### src/rtl/core/rpn_stack_evaluator_macros.svh
// ----------------------------------------------------------------------------
// rpn stack evaluator assertion macros
// shared assertion forms for the evaluator
// ----------------------------------------------------------------------------
`ifndef RPN_STACK_EVALUATOR_MACROS_SVH
`define RPN_STACK_EVALUATOR_MACROS_SVH

// implication checked on every edge outside reset
`define RSE_ASSERT_IMP(label, clk, rst_n, cond, expr) \
	label: assert property (@(posedge clk) disable iff (!rst_n) (cond) |-> (expr)) \
		else $error("rse assertion failed");

// condition implies expression on the next edge
`define RSE_ASSERT_NEXT(label, clk, rst_n, cond, expr) \
	label: assert property (@(posedge clk) disable iff (!rst_n) (cond) |=> (expr)) \
		else $error("rse assertion failed");

`endif

### src/rtl/core/rse_pkg.sv
// ----------------------------------------------------------------------------
// rse package
// command codes, queue entry, result and sequencer state types for the rpn evaluator
// ----------------------------------------------------------------------------
`default_nettype none
package rse_pkg;
	localparam logic [2:0] OP_PUSH  = 3'd0;
	localparam logic [2:0] OP_ADD   = 3'd1;
	localparam logic [2:0] OP_SUB   = 3'd2;
	localparam logic [2:0] OP_MUL   = 3'd3;
	localparam logic [2:0] OP_DIV   = 3'd4;
	localparam logic [2:0] OP_PRINT = 3'd5;

	localparam logic signed [31:0] Q_MAX = 32'sh7fffffff;
	localparam logic signed [31:0] Q_MIN = 32'sh80000000;

	typedef enum logic [1:0] {
		K_PUSH,
		K_BINARY,
		K_PRINT,
		K_UNKNOWN
	} kind_t;

	typedef struct packed {
		kind_t       kind;
		logic [2:0]  op;
		logic [31:0] value;
	} cmd_t;

	typedef struct packed {
		logic [31:0] printed_value;
		logic        printed_valid;
		logic        empty_error;
		logic        full_error;
		logic        zero_divisor_error;
		logic        unknown_error;
		logic        saturated;
		logic [7:0]  depth_now;
	} res_t;

	typedef enum logic [3:0] {
		S_IDLE,
		S_POP_R,
		S_WAIT_R,
		S_POP_L,
		S_WAIT_L,
		S_ADDSUB,
		S_MUL,
		S_MUL_CLIP,
		S_DIV,
		S_DIV_CLIP,
		S_PUSH,
		S_DONE
	} state_t;
endpackage
`default_nettype wire

### src/rtl/core/rse_front.sv
// ----------------------------------------------------------------------------
// rse front end
// accepts command beats, classifies them and holds them in a short queue
// ----------------------------------------------------------------------------
`default_nettype none
module rse_front (
	input  wire logic            clk,
	input  wire logic            arst_n,
	input  wire logic            valid,
	output logic                 stall,
	input  wire logic [2:0]      op,
	input  wire logic [31:0]     operand_value,
	output logic                 cmd_valid,
	output rse_pkg::cmd_t        cmd,
	input  wire logic            cmd_take
);
	localparam int QD = 4;

	rse_pkg::cmd_t  q_mem_q [QD];
	logic [1:0]     wr_ptr_q;
	logic [1:0]     rd_ptr_q;
	logic [2:0]     cnt_q;
	rse_pkg::cmd_t  new_cmd;
	logic           push;
	logic           pop;

	always_comb begin
		new_cmd.op    = op;
		new_cmd.value = operand_value;
		unique case (op) inside
			rse_pkg::OP_PUSH: new_cmd.kind = rse_pkg::K_PUSH;
			rse_pkg::OP_ADD, rse_pkg::OP_SUB, rse_pkg::OP_MUL, rse_pkg::OP_DIV:
				new_cmd.kind = rse_pkg::K_BINARY;
			rse_pkg::OP_PRINT: new_cmd.kind = rse_pkg::K_PRINT;
			default: new_cmd.kind = rse_pkg::K_UNKNOWN;
		endcase
	end

	assign stall     = (cnt_q == 3'(QD));
	assign push      = valid && !stall;
	assign cmd_valid = (cnt_q != 3'd0);
	assign pop       = cmd_valid && cmd_take;
	assign cmd       = q_mem_q[rd_ptr_q];

	always_ff @(posedge clk) begin
		if (push) q_mem_q[wr_ptr_q] <= new_cmd;
	end

	always_ff @(posedge clk or negedge arst_n) begin
		if (!arst_n) begin
			wr_ptr_q <= '0;
			rd_ptr_q <= '0;
			cnt_q    <= '0;
		end else begin
			if (push) wr_ptr_q <= wr_ptr_q + 2'd1;
			if (pop) rd_ptr_q <= rd_ptr_q + 2'd1;
			cnt_q <= cnt_q + 3'(push) - 3'(pop);
		end
	end
endmodule
`default_nettype wire

### config.mk
export PLATFORM = sky130hd
export DESIGN_NAME = rse_front
export DESIGN_NICKNAME = d
export VERILOG_FILES = /design/src/rtl/core/rpn_stack_evaluator_macros.svh /design/src/rtl/core/rse_pkg.sv /design/src/rtl/core/rse_front.sv
export SDC_FILE = /design/constraint.sdc
export NUM_CORES = 1
export LEC_CHECK = 0
export BUFFER_PORTS_ARGS = -buffer_cell sky130_fd_sc_hd__buf_4
export CAP_MARGIN = 20
export CORE_ASPECT_RATIO = 1.1
export CORE_UTILIZATION = 40
export CTS_CLUSTER_SIZE = 12
export DETAILED_ROUTE_END_ITERATION = 7
export HOLD_SLACK_MARGIN = 0.03
export RECOVER_POWER = 25
export SLEW_MARGIN = 20
export SYNTH_ARGS = -nofsm -noshare
export SYNTH_HDL_FRONTEND = slang
export SYNTH_SLANG_ARGS = --single-unit
### constraint.sdc
create_clock -name clk -period 2.2 [get_ports clk]
set_clock_uncertainty 0.15 [all_clocks]
set_input_delay 0.33 -clock clk [delete_from_list [all_inputs] [get_ports clk]]
set_output_delay 0.33 -clock clk [all_outputs]
set_load 0.02 [all_outputs]
Word-level counts from Yosys, hierarchy flattened --
Memories as Yosys holds them, arrays and structs flattened. Index checks and enable logic that the tools add are counted.
Word-level totals: logic and storage cells 23, output and inout bits 39, memories 1, RAM bits 148, bits of input ports 39, register bits 7
Operators by class: multiplexer cells 3, eq/ne operators 6, add/sub/neg operators 4, reductions and logical operators 6
Memory list:
- q_mem_q | words 4, width 37, rd ports 1, clocked after Yosys merged registers in 0, write ports 1, RTL line rse_front.sv:19 | rse_pkg::cmd_t q_mem_q [QD];
Operators by type and width (count):
- 3-bit == test, second input constant | 3
- 3-bit by 2-bit == test with 1-bit output, second input constant | 2
- 2-bit case mux with 3 select lines | 1
- 2-bit by 1-bit adder with 2-bit output, second input constant | 2
- 4-bit OR reduction | 1
- 3-bit by 1-bit adder with 3-bit output | 1
- 3-bit by 1-bit == test with 1-bit output, second input constant | 1
- 3-bit zero test | 1
- 3-bit nonzero test | 1
- 3-bit by 1-bit subtractor with 3-bit output | 1
- 1-bit logical AND | 2
- 1-bit 2-to-1 mux | 2
- 1-bit zero test | 1

Longest topological paths before layout --
Gate-level depths: netlist of the first run.
word-level depth 5, depth in mapped cells 9, gate-level depth less buffers 9

Worst setup path after synthesis of the first run --
OpenSTA, ideal clock, no wires.
path kind register -> register, from register cnt_q[1], to register cnt_q[2], setup slack -272 ps, required time 1921 ps, data arrival time 2193 ps, stages on the path, launching flop included 10, path buffers 0, clock period less this slack 2472 ps, cells stage by stage dfrtp_1 > nor3b_2 > nand2b_1 > ha_1 > inv_1 > ha_1 > inv_1 > fa_1 > xnor2_1 > xnor2_1
Between the ends: word-level cells in the longest chain between the ends 5, elaborated cells between the ends (all ways) 7, classes of those cells 2 x add/sub; 1 x eq/ne; 4 x reduce/logical
Ends and longest elaborated chain:
- start, declared | RTL line rse_front.sv:22 | logic [2:0] cnt_q;
- start signal, assigned | RTL line rse_front.sv:57 | cnt_q <= cnt_q + 3'(push) - 3'(pop);
- 3-bit == test | RTL line rse_front.sv:39 | assign stall = (cnt_q == 3'(QD));
- named net stall | RTL line rse_front.sv:10 | output logic stall,
- 1-bit zero test | RTL line rse_front.sv:40 | assign push = valid && !stall;
- 1-bit logical AND | RTL line rse_front.sv:40
- 3-bit by 1-bit adder with 3-bit output | RTL line rse_front.sv:57
- 3-bit by 1-bit subtractor with 3-bit output | RTL line rse_front.sv:57
The timed path passes the listed nets, and every way through them passes these cells. A chain may end at the register's enable or synchronous reset.

==> out/qor.txt, run 1 <==
Status: finished, violations left
Violated checks: setup timing
Post-route minimum period: 2.25 ns
CP startpoint: rd_ptr_q[0]
Starting DRT DRC Count: 206
Mean Syn Cell Area: 24.7 um^2
Final hold violations: 0
CP max stage cell: mux4_2
Post-synthesis adder-cell area fraction: 1.63%
Worst slew pin tran: 0.424 ns
CP endpoint kind: primary output
DIE AREA: 0.0150 mm^2
IO Count: 78
Total power: 11.4 mW
Max IR drop VDD: 0.641 mV
Diodes inserted: 0
Slowest cell delay on critical path: 0.50 ns
Htree depth: 4
CP delay by family, top: multiplexers
PortBufs: 77
Comb pwr share: 38.1%
Non-filler cells, final: 592
Hold crit path type: input pin to flip-flop
LEAKAGE: 2.80 nW
Crit share post-route: 102%
GPL Wtd Cong: 0.731
Placeable Area: 0.0140 mm^2
First-pass GRT wire length: 17.0 mm
Post-Synth XOR/XNOR Area: 0.753%
Switching Fraction: 29.5%
Number of global-route vias before repair: 3155
Largest family of logic cells by synthesized area: multiplexers
FF+latch count, synth: 155
WP data required: 1.72 ns
Placed Area: 0.00678 mm^2
Final ANT Viol Nets: 0
Post-synthesis mux area share: 14.3%
WL final: 10.9 mm
Maxcap violations: 0
Number of buffers created by CTS: 17
Hold_ws: 0.0972 ns
Critical path type: flip-flop to primary output
Mapped Area: 0.00582 mm^2
WP buf/inv: 3
Die Wd: 117 um
CP Max Fanout: 6
Cell mode on critical path: buf_4
Gate Count Post-Synth: 236
Vias per cell: 4.90
Per-cell routed wire length: 18.4 um
Post-synthesis simple-gate area fraction: 1.91%
Fin util: 56.9%
Largest net degree at the start of global routing: 24
Setup TNS Final: -1.04 ns
Layout cells sized above 1: 41.3%
DRC violations left: 0
Design area: 0.00797 mm^2
Hold Crit Start: valid
CTS tree: yes
Clock Pin Slew Worst Setup and Hold Paths: 0.06 ns
Worst Slack Setup Final: -0.0502 ns
Post-synthesis compound-gate area fraction: 0.688%
Fmax: 444 MHz
Die Y: 128 um
Inst Count DP: 510
Clock share of power: 25.7%
Slew Viols, Final: 0
WP data arrival: 1.77 ns
Worst path cell trace: buf_4 -> buf_16 -> mux4_2 -> buf_4
Initial Util: 41.5%
Cell area power density: 1430 mW/mm^2
Drt pass-1 iters: 4
Nets: 437
Pint: 8.03 mW
Synth warn: 0
Antenna violations before repair: 0
Root cell of the clock tree: clkbuf_16
Total congestion overflow: 0
DPL Wire Length: 6.43 mm
RSZ-0062 raised after global routing: true
Post-synthesis sequential area ratio: 79.4%
Unique masters post-synth: 22
Critical path launch point type: flip-flop
R2R Path Start: cnt_q[1]
P&R area growth vs syn: 37.0%
Net Sw Power: 3.36 mW
Place WS: -0.0310 ns
Row cnt: 45
Longest Clk Path Bufs: 2
TritonCTS Sinks: 155
Syn_nets: 282
Sequential Power Share: 36.2%
Worst skew pair latency: 0.41 ns
# setup viols final: 37
Vias: 2898
GRT Resource Usage Total: 16.2%
Slew margin rel.: 71.4%
-- cells in the mapped netlist (all sizes together) --
cell type / n / area (um^2)
edfxtp: 148 / 4440
mux4: 37 / 833
buf: 7 / 52.5
dfrtp: 7 / 175
ha: 6 / 75.1
inv: 5 / 18.8
nand2b: 5 / 31.3
and3b: 4 / 35.0
xnor2: 4 / 35.0
nand4bb: 2 / 22.5
o211ai: 2 / 15.0
clkbuf: 1 / 3.75
fa: 1 / 20.0
nand2: 1 / 3.75
nor3b: 1 / 12.5
o21a: 1 / 7.51
o311ai: 1 / 8.76
o31a: 1 / 8.76
or3: 1 / 6.26
xor2: 1 / 8.76
-- registers in the layout, summed over array words and instances, names as in the netlist --
signal,cells
rd_ptr_q,2
q_mem_q,148
wr_ptr_q,2
cnt_q,3
-- cells by family after synthesis --
| kind of cell | count (synthesis) |
|---|---|
| flip-flops | 155 |
| multiplexers | 37 |
| AND/OR/NAND/NOR | 14 |
| buffers and inverters | 13 |
| adder cells (fa/ha/maj) | 7 |
| AO/OA/AOI/OAI | 5 |
| XOR/XNOR | 5 |
-- what timing repair did --
action | CTS | global route
hold buffers | 36 | 0
gates cloned | 2 | 2
pin swaps | 2 | 3
buffers inserted | 9 | 1
endpoints found under the setup margin | 38 | 38
hold endpoints to repair | 147 | 0
gates resized for setup | 34 | 0
-- worst paths after layout --
kind                                    end  slack (ns)  cells after the start
worst max register to register     cnt_q[2]        0.03                      8
worst min register to register  wr_ptr_q[1]        0.46                      2
min in group asynchronous          cnt_q[2]        0.21                      2
worst max-delay path                cmd[17]       -0.05                      4
max in group asynchronous       rd_ptr_q[0]        1.37                      2
worst min-delay path            wr_ptr_q[1]         0.1                      3
-- layer usage --
layer  GRT usage [%]  part of all wire [%]  vias to the layer above
met2            26.0                    51                       72
met1            20.2                    44                     1507
met3            5.37                   4.3                       13
met4            7.00                   1.5                        0
met5               0                     0                        -
li1                -                     -                     1306
-- worst register-to-register path: stages, from the launching register on --
cell     delay [ns]
dfrtp_2        0.44
o31a_1         0.31
ha_1           0.27
inv_1          0.06
ha_1           0.14
inv_1          0.05
fa_2           0.35
xnor2_2        0.14
xnor2_1        0.18
-- cell type report --
type | instances | area [um^2]
Clock buffer | 21 | 460
Inverter | 5 | 18.8
Tap cell | 188 | 235
Fill cell | 1058 | 6050
Clock inverter | 11 | 145
Multi-Input combinational cell | 68 | 1140
Sequential cell | 155 | 4630
Timing Repair Buffer | 144 | 1340
-- power groups by stage --
stage	combinational [mW]	clock, mW	sequential (mW)
after floorplan	2.25	0	4.12
after global placement	3.65	0	4.16
after detailed placement	3.67	0	4.20
after CTS	4.36	2.99	4.12
final	4.34	2.93	4.12
after global routing	4.66	3.13	4.17
-- cell usage in the layout, fill, tap and decap left out --
cell | Yosys | final
and3b_2 | 0 | 4
buf_12 | 0 | 5
buf_16 | 0 | 2
buf_4 | 2 | 50
buf_6 | 2 | 29
bufinv_16 | 0 | 3
clkbuf_1 | 1 | 22
clkbuf_16 | 0 | 19
clkbuf_8 | 0 | 2
clkinv_2 | 0 | 3
clkinv_4 | 0 | 2
clkinvlp_4 | 0 | 3
dfrtp_1 | 7 | 2
dfrtp_2 | 0 | 5
dlygate4sd3_1 | 0 | 36
edfxtp_1 | 148 | 148
fa_2 | 0 | 1
ha_1 | 6 | 6
inv_1 | 5 | 5
mux4_2 | 37 | 37
nand2_1 | 1 | 1
nand2b_1 | 5 | 5
nand4bb_1 | 2 | 2
nor3b_4 | 0 | 1
o211ai_1 | 2 | 2
o21a_1 | 1 | 1
o311ai_0 | 1 | 1
o31a_1 | 1 | 1
or3_1 | 1 | 1
xnor2_1 | 4 | 3
xnor2_2 | 0 | 1
xor2_1 | 1 | 1
No activity file was read; power rests on OpenSTA's default activity.
==> run 2: changes to the inputs <==
clock period = 2.9 ns   (was 2.2 ns; I/O delays follow)
==> run 2 against run 1 <==
Effect of this change:
- the run now ends clean
- first-iteration DRC count fell by 21%
- sequential share of layout area up 6.4 points
- clock-buffer cell count is 3 lower
==> out/qor.txt, run 2 (synthesized netlist as in run 1, its figures left out) <==
GPL Wtd Cong: 0.758
Hold crit path type: input pin to flip-flop
RSZ-0062 raised after global routing: false
WP data arrival: 2.08 ns
Hold buffers post-CTS: 1
PortBufs: 77
Slowest cell delay on critical path: 0.68 ns
WL final: 9.71 mm
DIE AREA: 0.0150 mm^2
Commonest non-fill, non-tap cell in the layout: edfxtp_1
Worst path cell trace: buf_4 -> mux4_2 -> buf_4
Total power: 7.74 mW
WP data required: 2.32 ns
Status: finished, final reports clean
Diodes inserted: 0
CTS tree: yes
LEAKAGE: 2.42 nW
Critical path type: flip-flop to primary output
GRT Resource Usage Total: 14.3%
Slew margin rel.: 59.9%
Longest Clk Path Bufs: 2
Root cell of the clock tree: clkbuf_16
Largest net degree at the start of global routing: 38
Htree depth: 4
Sequential Power Share: 42.0%
Max FFs per register: 148
Cts repair resizes: 0
Maxcap violations: 0
Cell mode on critical path: buf_4
CP max stage cell: dfrtp_4
Starting DRT DRC Count: 163
Pint: 5.37 mW
IO Count: 78
Critical path launch point type: flip-flop
CP Max Fanout: 19
Per-cell routed wire length: 18.2 um
Max IR drop VDD: 0.546 mV
Row cnt: 45
Post-route minimum period: 2.66 ns
Setup TNS Final: 0 ns
# setup viols final: 0
Total congestion overflow: 0
Net Sw Power: 2.37 mW
WP buf/inv: 2
Number of buffers created by CTS: 17
Worst slew pin tran: 0.602 ns
Commonest non-fill, non-tap cells in the layout: edfxtp_1 (148), buf_4 (57), mux4_2 (37)
Non-filler cells, final: 534
Layout cells sized above 1: 39.6%
Antenna violations before repair: 0
CP endpoint kind: primary output
Postcts setup bufs: 0
Number of global-route vias before repair: 2808
TritonCTS Sinks: 155
Vias: 2608
Drt pass-1 iters: 4
DRC violations left: 0
Worst skew pair latency: 0.41 ns
Final hold violations: 0
CP delay by family, top: flip-flops
Fillers: 1126
Die Wd: 117 um
Initial Util: 41.5%
Inst Count DP: 501
Vias per cell: 4.88
Clock Pin Slew Worst Setup and Hold Paths: 0.06 ns
P&R area growth vs syn: 23.5%
Crit share post-route: 91.8%
Placeable Area: 0.0140 mm^2
Most flop-heavy register: q_mem_q
First-pass GRT wire length: 14.9 mm
Largest regs: q_mem_q: 148 flops, cnt_q: 3 flops
Fmax: 376 MHz
Nets: 379
Clock share of power: 26.1%
Fin util: 51.2%
Final ANT Viol Nets: 0
DPL Wire Length: 5.90 mm
Switching Fraction: 30.6%
Slew Viols, Final: 0
Comb pwr share: 32.0%
Die Y: 128 um
Cell area power density: 1080 mW/mm^2
-- run 2: final cells by class --
class,instances,area [um^2],area share [%]
sequential,155,4620,64.4
clock inverter,14,123,1.71
timing repair buffer,86,624,8.69
clock buffer,18,429,5.97
tap,188,235,3.27
inverter,5,18.8,0.261
multi-input combinational,68,1130,15.7
-- run 2: power by group through the flow --
| stage | Combinational [mW] | Clock [mW] | Sequential [mW] |
|---|---|---|---|
| 3_5_place_dp | 2.55 | 0 | 3.31 |
| 2_1_floorplan | 1.70 | 0 | 3.12 |
| 6_report | 2.47 | 2.02 | 3.25 |
| 4_1_cts | 2.56 | 2.07 | 3.27 |
| 3_3_place_gp | 2.54 | 0 | 3.29 |
| 5_1_grt | 2.68 | 2.15 | 3.31 |
-- run 2: final timing paths --
path	start	end	slack, ns	depth (start not counted)
min in group asynchronous	arst_n	cnt_q[1]	0.21	2
max in group asynchronous	arst_n	rd_ptr_q[0]	2.24	2
max reg2reg	cnt_q[1]	cnt_q[2]	0.46	9
max	rd_ptr_q[0]	cmd[7]	0.24	3
min reg2reg	wr_ptr_q[1]	wr_ptr_q[1]	0.46	2
min	operand_value[14]	q_mem_q[0][14]	0.08	1
-- run 2: metrics by stage --
step	setup WS [ns]	hold slack (ns)	area, um^2
2_1_floorplan	0.428	-0.0106	5820
3_3_place_gp	0.539	0.103	6710
3_5_place_dp	0.482	0.104	6710
4_1_cts	0.164	0.0471	7270
5_1_grt	0.101	0.0635	7180
6_report	0.238	0.0778	7180
-- run 2: metal layers --
layer | vias up | global-route usage [%] | share of wire, %
li1 | 1195 | - | -
met1 | 1338 | 17.6 | 44
met2 | 57 | 22.9 | 49
met3 | 18 | 5.32 | 5.0
met4 | 0 | 6.03 | 1.9
met5 | - | 0 | 0
==> run 3: changes to the inputs <==
ABC_AREA = 1   (was not set)
CORE_ASPECT_RATIO = 0.9   (was 1.1)
SLEW_MARGIN = 10   (was 20)
==> run 3 against run 2 <==
Effect of this change:
- core utilization down 1.4 points
- critical path type unchanged
- total power up 9.7%
- clock-buffer cell count unchanged
- largest power group is now combinational logic
==> out/qor.txt, run 3 <==
Status: finished, final reports clean
Number of buffers created by CTS: 17
Primary FF master, synth: edfxtp_1
Mean Syn Cell Area: 11.8 um^2
Synth warn: 0
LEAKAGE: 3.07 nW
Most frequent cell after synthesis: edfxtp_1
Critical path type: flip-flop to primary output
Inst Count DP: 798
# setup viols final: 0
Clock Pin Slew Worst Setup and Hold Paths: 0.06 ns
Fillers: 1370
TritonCTS Sinks: 155
Maxcap violations: 0
GPL Wtd Cong: 0.714
CTS tree: yes
Final ANT Viol Nets: 0
DRC violations left: 0
GRT Resource Usage Total: 15.7%
Root cell of the clock tree: clkbuf_16
Post-synthesis sequential area ratio: 73.6%
Largest regs: q_mem_q: 148 flops, cnt_q: 3 flops
IO Count: 78
Most flop-heavy register: q_mem_q
Synth top area cells: edfxtp_1 (71%), nand2_1 (8.0%), o21ai_0 (5.5%), nor2_1 (4.8%), inv_1 (3.2%)
Vias: 3817
Vias per cell: 4.59
Initial Util: 40.8%
Layout cells sized above 1: 15.8%
Setup TNS Final: 0 ns
RSZ-0062 raised after global routing: false
Total power: 8.49 mW
CP Max Fanout: 36
Design area: 0.00767 mm^2
Post-route minimum period: 2.47 ns
PortBufs: 77
Placed Area: 0.00714 mm^2
Top cells by count, synth: edfxtp_1 (148), nand2_1 (133), nor2_1 (80)
Hold_ws: 0.0790 ns
CP max stage cell: dfrtp_1
Slew margin rel.: 67.5%
Syn_nets: 580
Detailed-routed wire length on met2: 5.68 mm
Max FFs per register: 148
Gate Count Post-Synth: 534
Crit share post-route: 85.3%
P&R area growth vs syn: 22.2%
Fraction of registers with async set/reset: 4.52%
Unique masters post-synth: 18
DIE AREA: 0.0162 mm^2
CP endpoint kind: primary output
Hold crit path type: input pin to flip-flop
Per-cell routed wire length: 14.2 um
Post-synth EDFFs: 148
Placeable Area: 0.0154 mm^2
Worst path cell trace: inv_2 -> buf_12 -> nor2_1 -> o21ai_0 -> nand2_1 -> buf_4
Detail Route met3 WL: 751 um
DPL Wire Length: 6.60 mm
Die Wd: 134 um
WP data required: 2.32 ns
Largest net degree at the start of global routing: 114
Die Y: 121 um
Final hold violations: 0
Slew Viols, Final: 0
Cts repair resizes: 0
WL met1: 5.28 mm
Htree depth: 4
Commonest non-fill, non-tap cell in the layout: edfxtp_1
Cell area power density: 1110 mW/mm^2
Number of global-route vias before repair: 3686
Antenna violations before repair: 1
Slowest cell delay on critical path: 0.39 ns
Total congestion overflow: 0
Nets: 662
Longest Clk Path Bufs: 2
FF+latch count, synth: 155
WP data arrival: 1.89 ns
Commonest non-fill, non-tap cells in the layout: edfxtp_1 (148), nand2_1 (133), nor2_1 (76)
First-pass GRT wire length: 18.6 mm
WL final: 11.8 mm
Worst slew pin tran: 0.487 ns
Fmax: 404 MHz
Mapped Area: 0.00628 mm^2
DR top layer: met5
Max IR drop VDD: 0.552 mV
Non-filler cells, final: 831
Critical path launch point type: flip-flop
Drt pass-1 iters: 4
Row cnt: 43
Leading area contributor after synthesis: edfxtp_1
Worst skew pair latency: 0.41 ns
Synth top area share: 70.8%
Starting DRT DRC Count: 292
==> run 3: stage by stage <==
stage | setup slack, ns | utilization, %
after detailed placement | 0.757 | 46.4
after global routing | 0.285 | 49.8
after CTS | 0.393 | 50.4
after global placement | 0.824 | 46.4
after floorplan | 0.0345 | -
final | 0.427 | 49.9
==> run 3: kinds of logic after synthesis <==
logic type	count (synthesis)	share of synthesized area [%]
simple gates	218	13.1
flops	155	73.6
compound gates	75	6.02
buf+inv	79	5.74
fa+ha+maj	7	1.51
==> run 3: path summary, 6_finish.rpt <==
| path | start | to | slack (ns) | cells past startpoint |
|---|---|---|---|---|
| hold / removal | operand_value[17] | q_mem_q[3][17] | 0.08 | 1 |
| max in group asynchronous | arst_n | rd_ptr_q[0] | 2.23 | 2 |
| min in group asynchronous | arst_n | cnt_q[2] | 0.22 | 2 |
| hold reg to reg | cnt_q[0] | cnt_q[0] | 0.35 | 1 |
| setup reg to reg | cnt_q[1] | cnt_q[2] | 0.76 | 11 |
| setup / recovery | rd_ptr_q[1] | cmd[11] | 0.43 | 6 |
==> run 3: layout make-up <==
cell class                      count  area (um^2)  area share (%)
Antenna cell                        1         2.50          0.0326
Timing Repair Buffer               87          657            8.56
Clock inverter                     13          174            2.27
Multi-Input combinational cell    300         1330            17.3
Tap cell                          202          253            3.29
Inverter                           55          206            2.69
Sequential cell                   155         4620            60.3
Clock buffer                       18          429            5.59
==> run 3: critical path: cells and delay by family (launching register included) <==
family          cells  cell delay, ns
simple gates        2            0.17
flops               1            0.39
compound gates      1            0.08
buf+inv             3            0.81
==> run 3: what timing repair did <==
item | in CTS | in global routing
setup endpoints to repair | 0 | 0
hold buffers | 1 | 0
buffers inserted | 0 | 0
endpoints found under the hold margin | 7 | 0
==> run 3: per-layer routing <==
| layer | GRT usage [%] | vias to the layer above |
|---|---|---|
| li1 | - | 1943 |
| met1 | 19.3 | 1782 |
| met2 | 26.0 | 84 |
| met3 | 4.03 | 6 |
| met4 | 7.02 | 2 |
| met5 | 0 | - |
==> run 3: report_power, final <==
part / internal [mW] / leakage [nW] / total [mW] / switching, mW
combinational: 1.11 / 1.34 / 3.16 / 2.05
clock: 1.43 / 0.298 / 2.25 / 0.824
sequential: 2.96 / 1.44 / 3.08 / 0.120
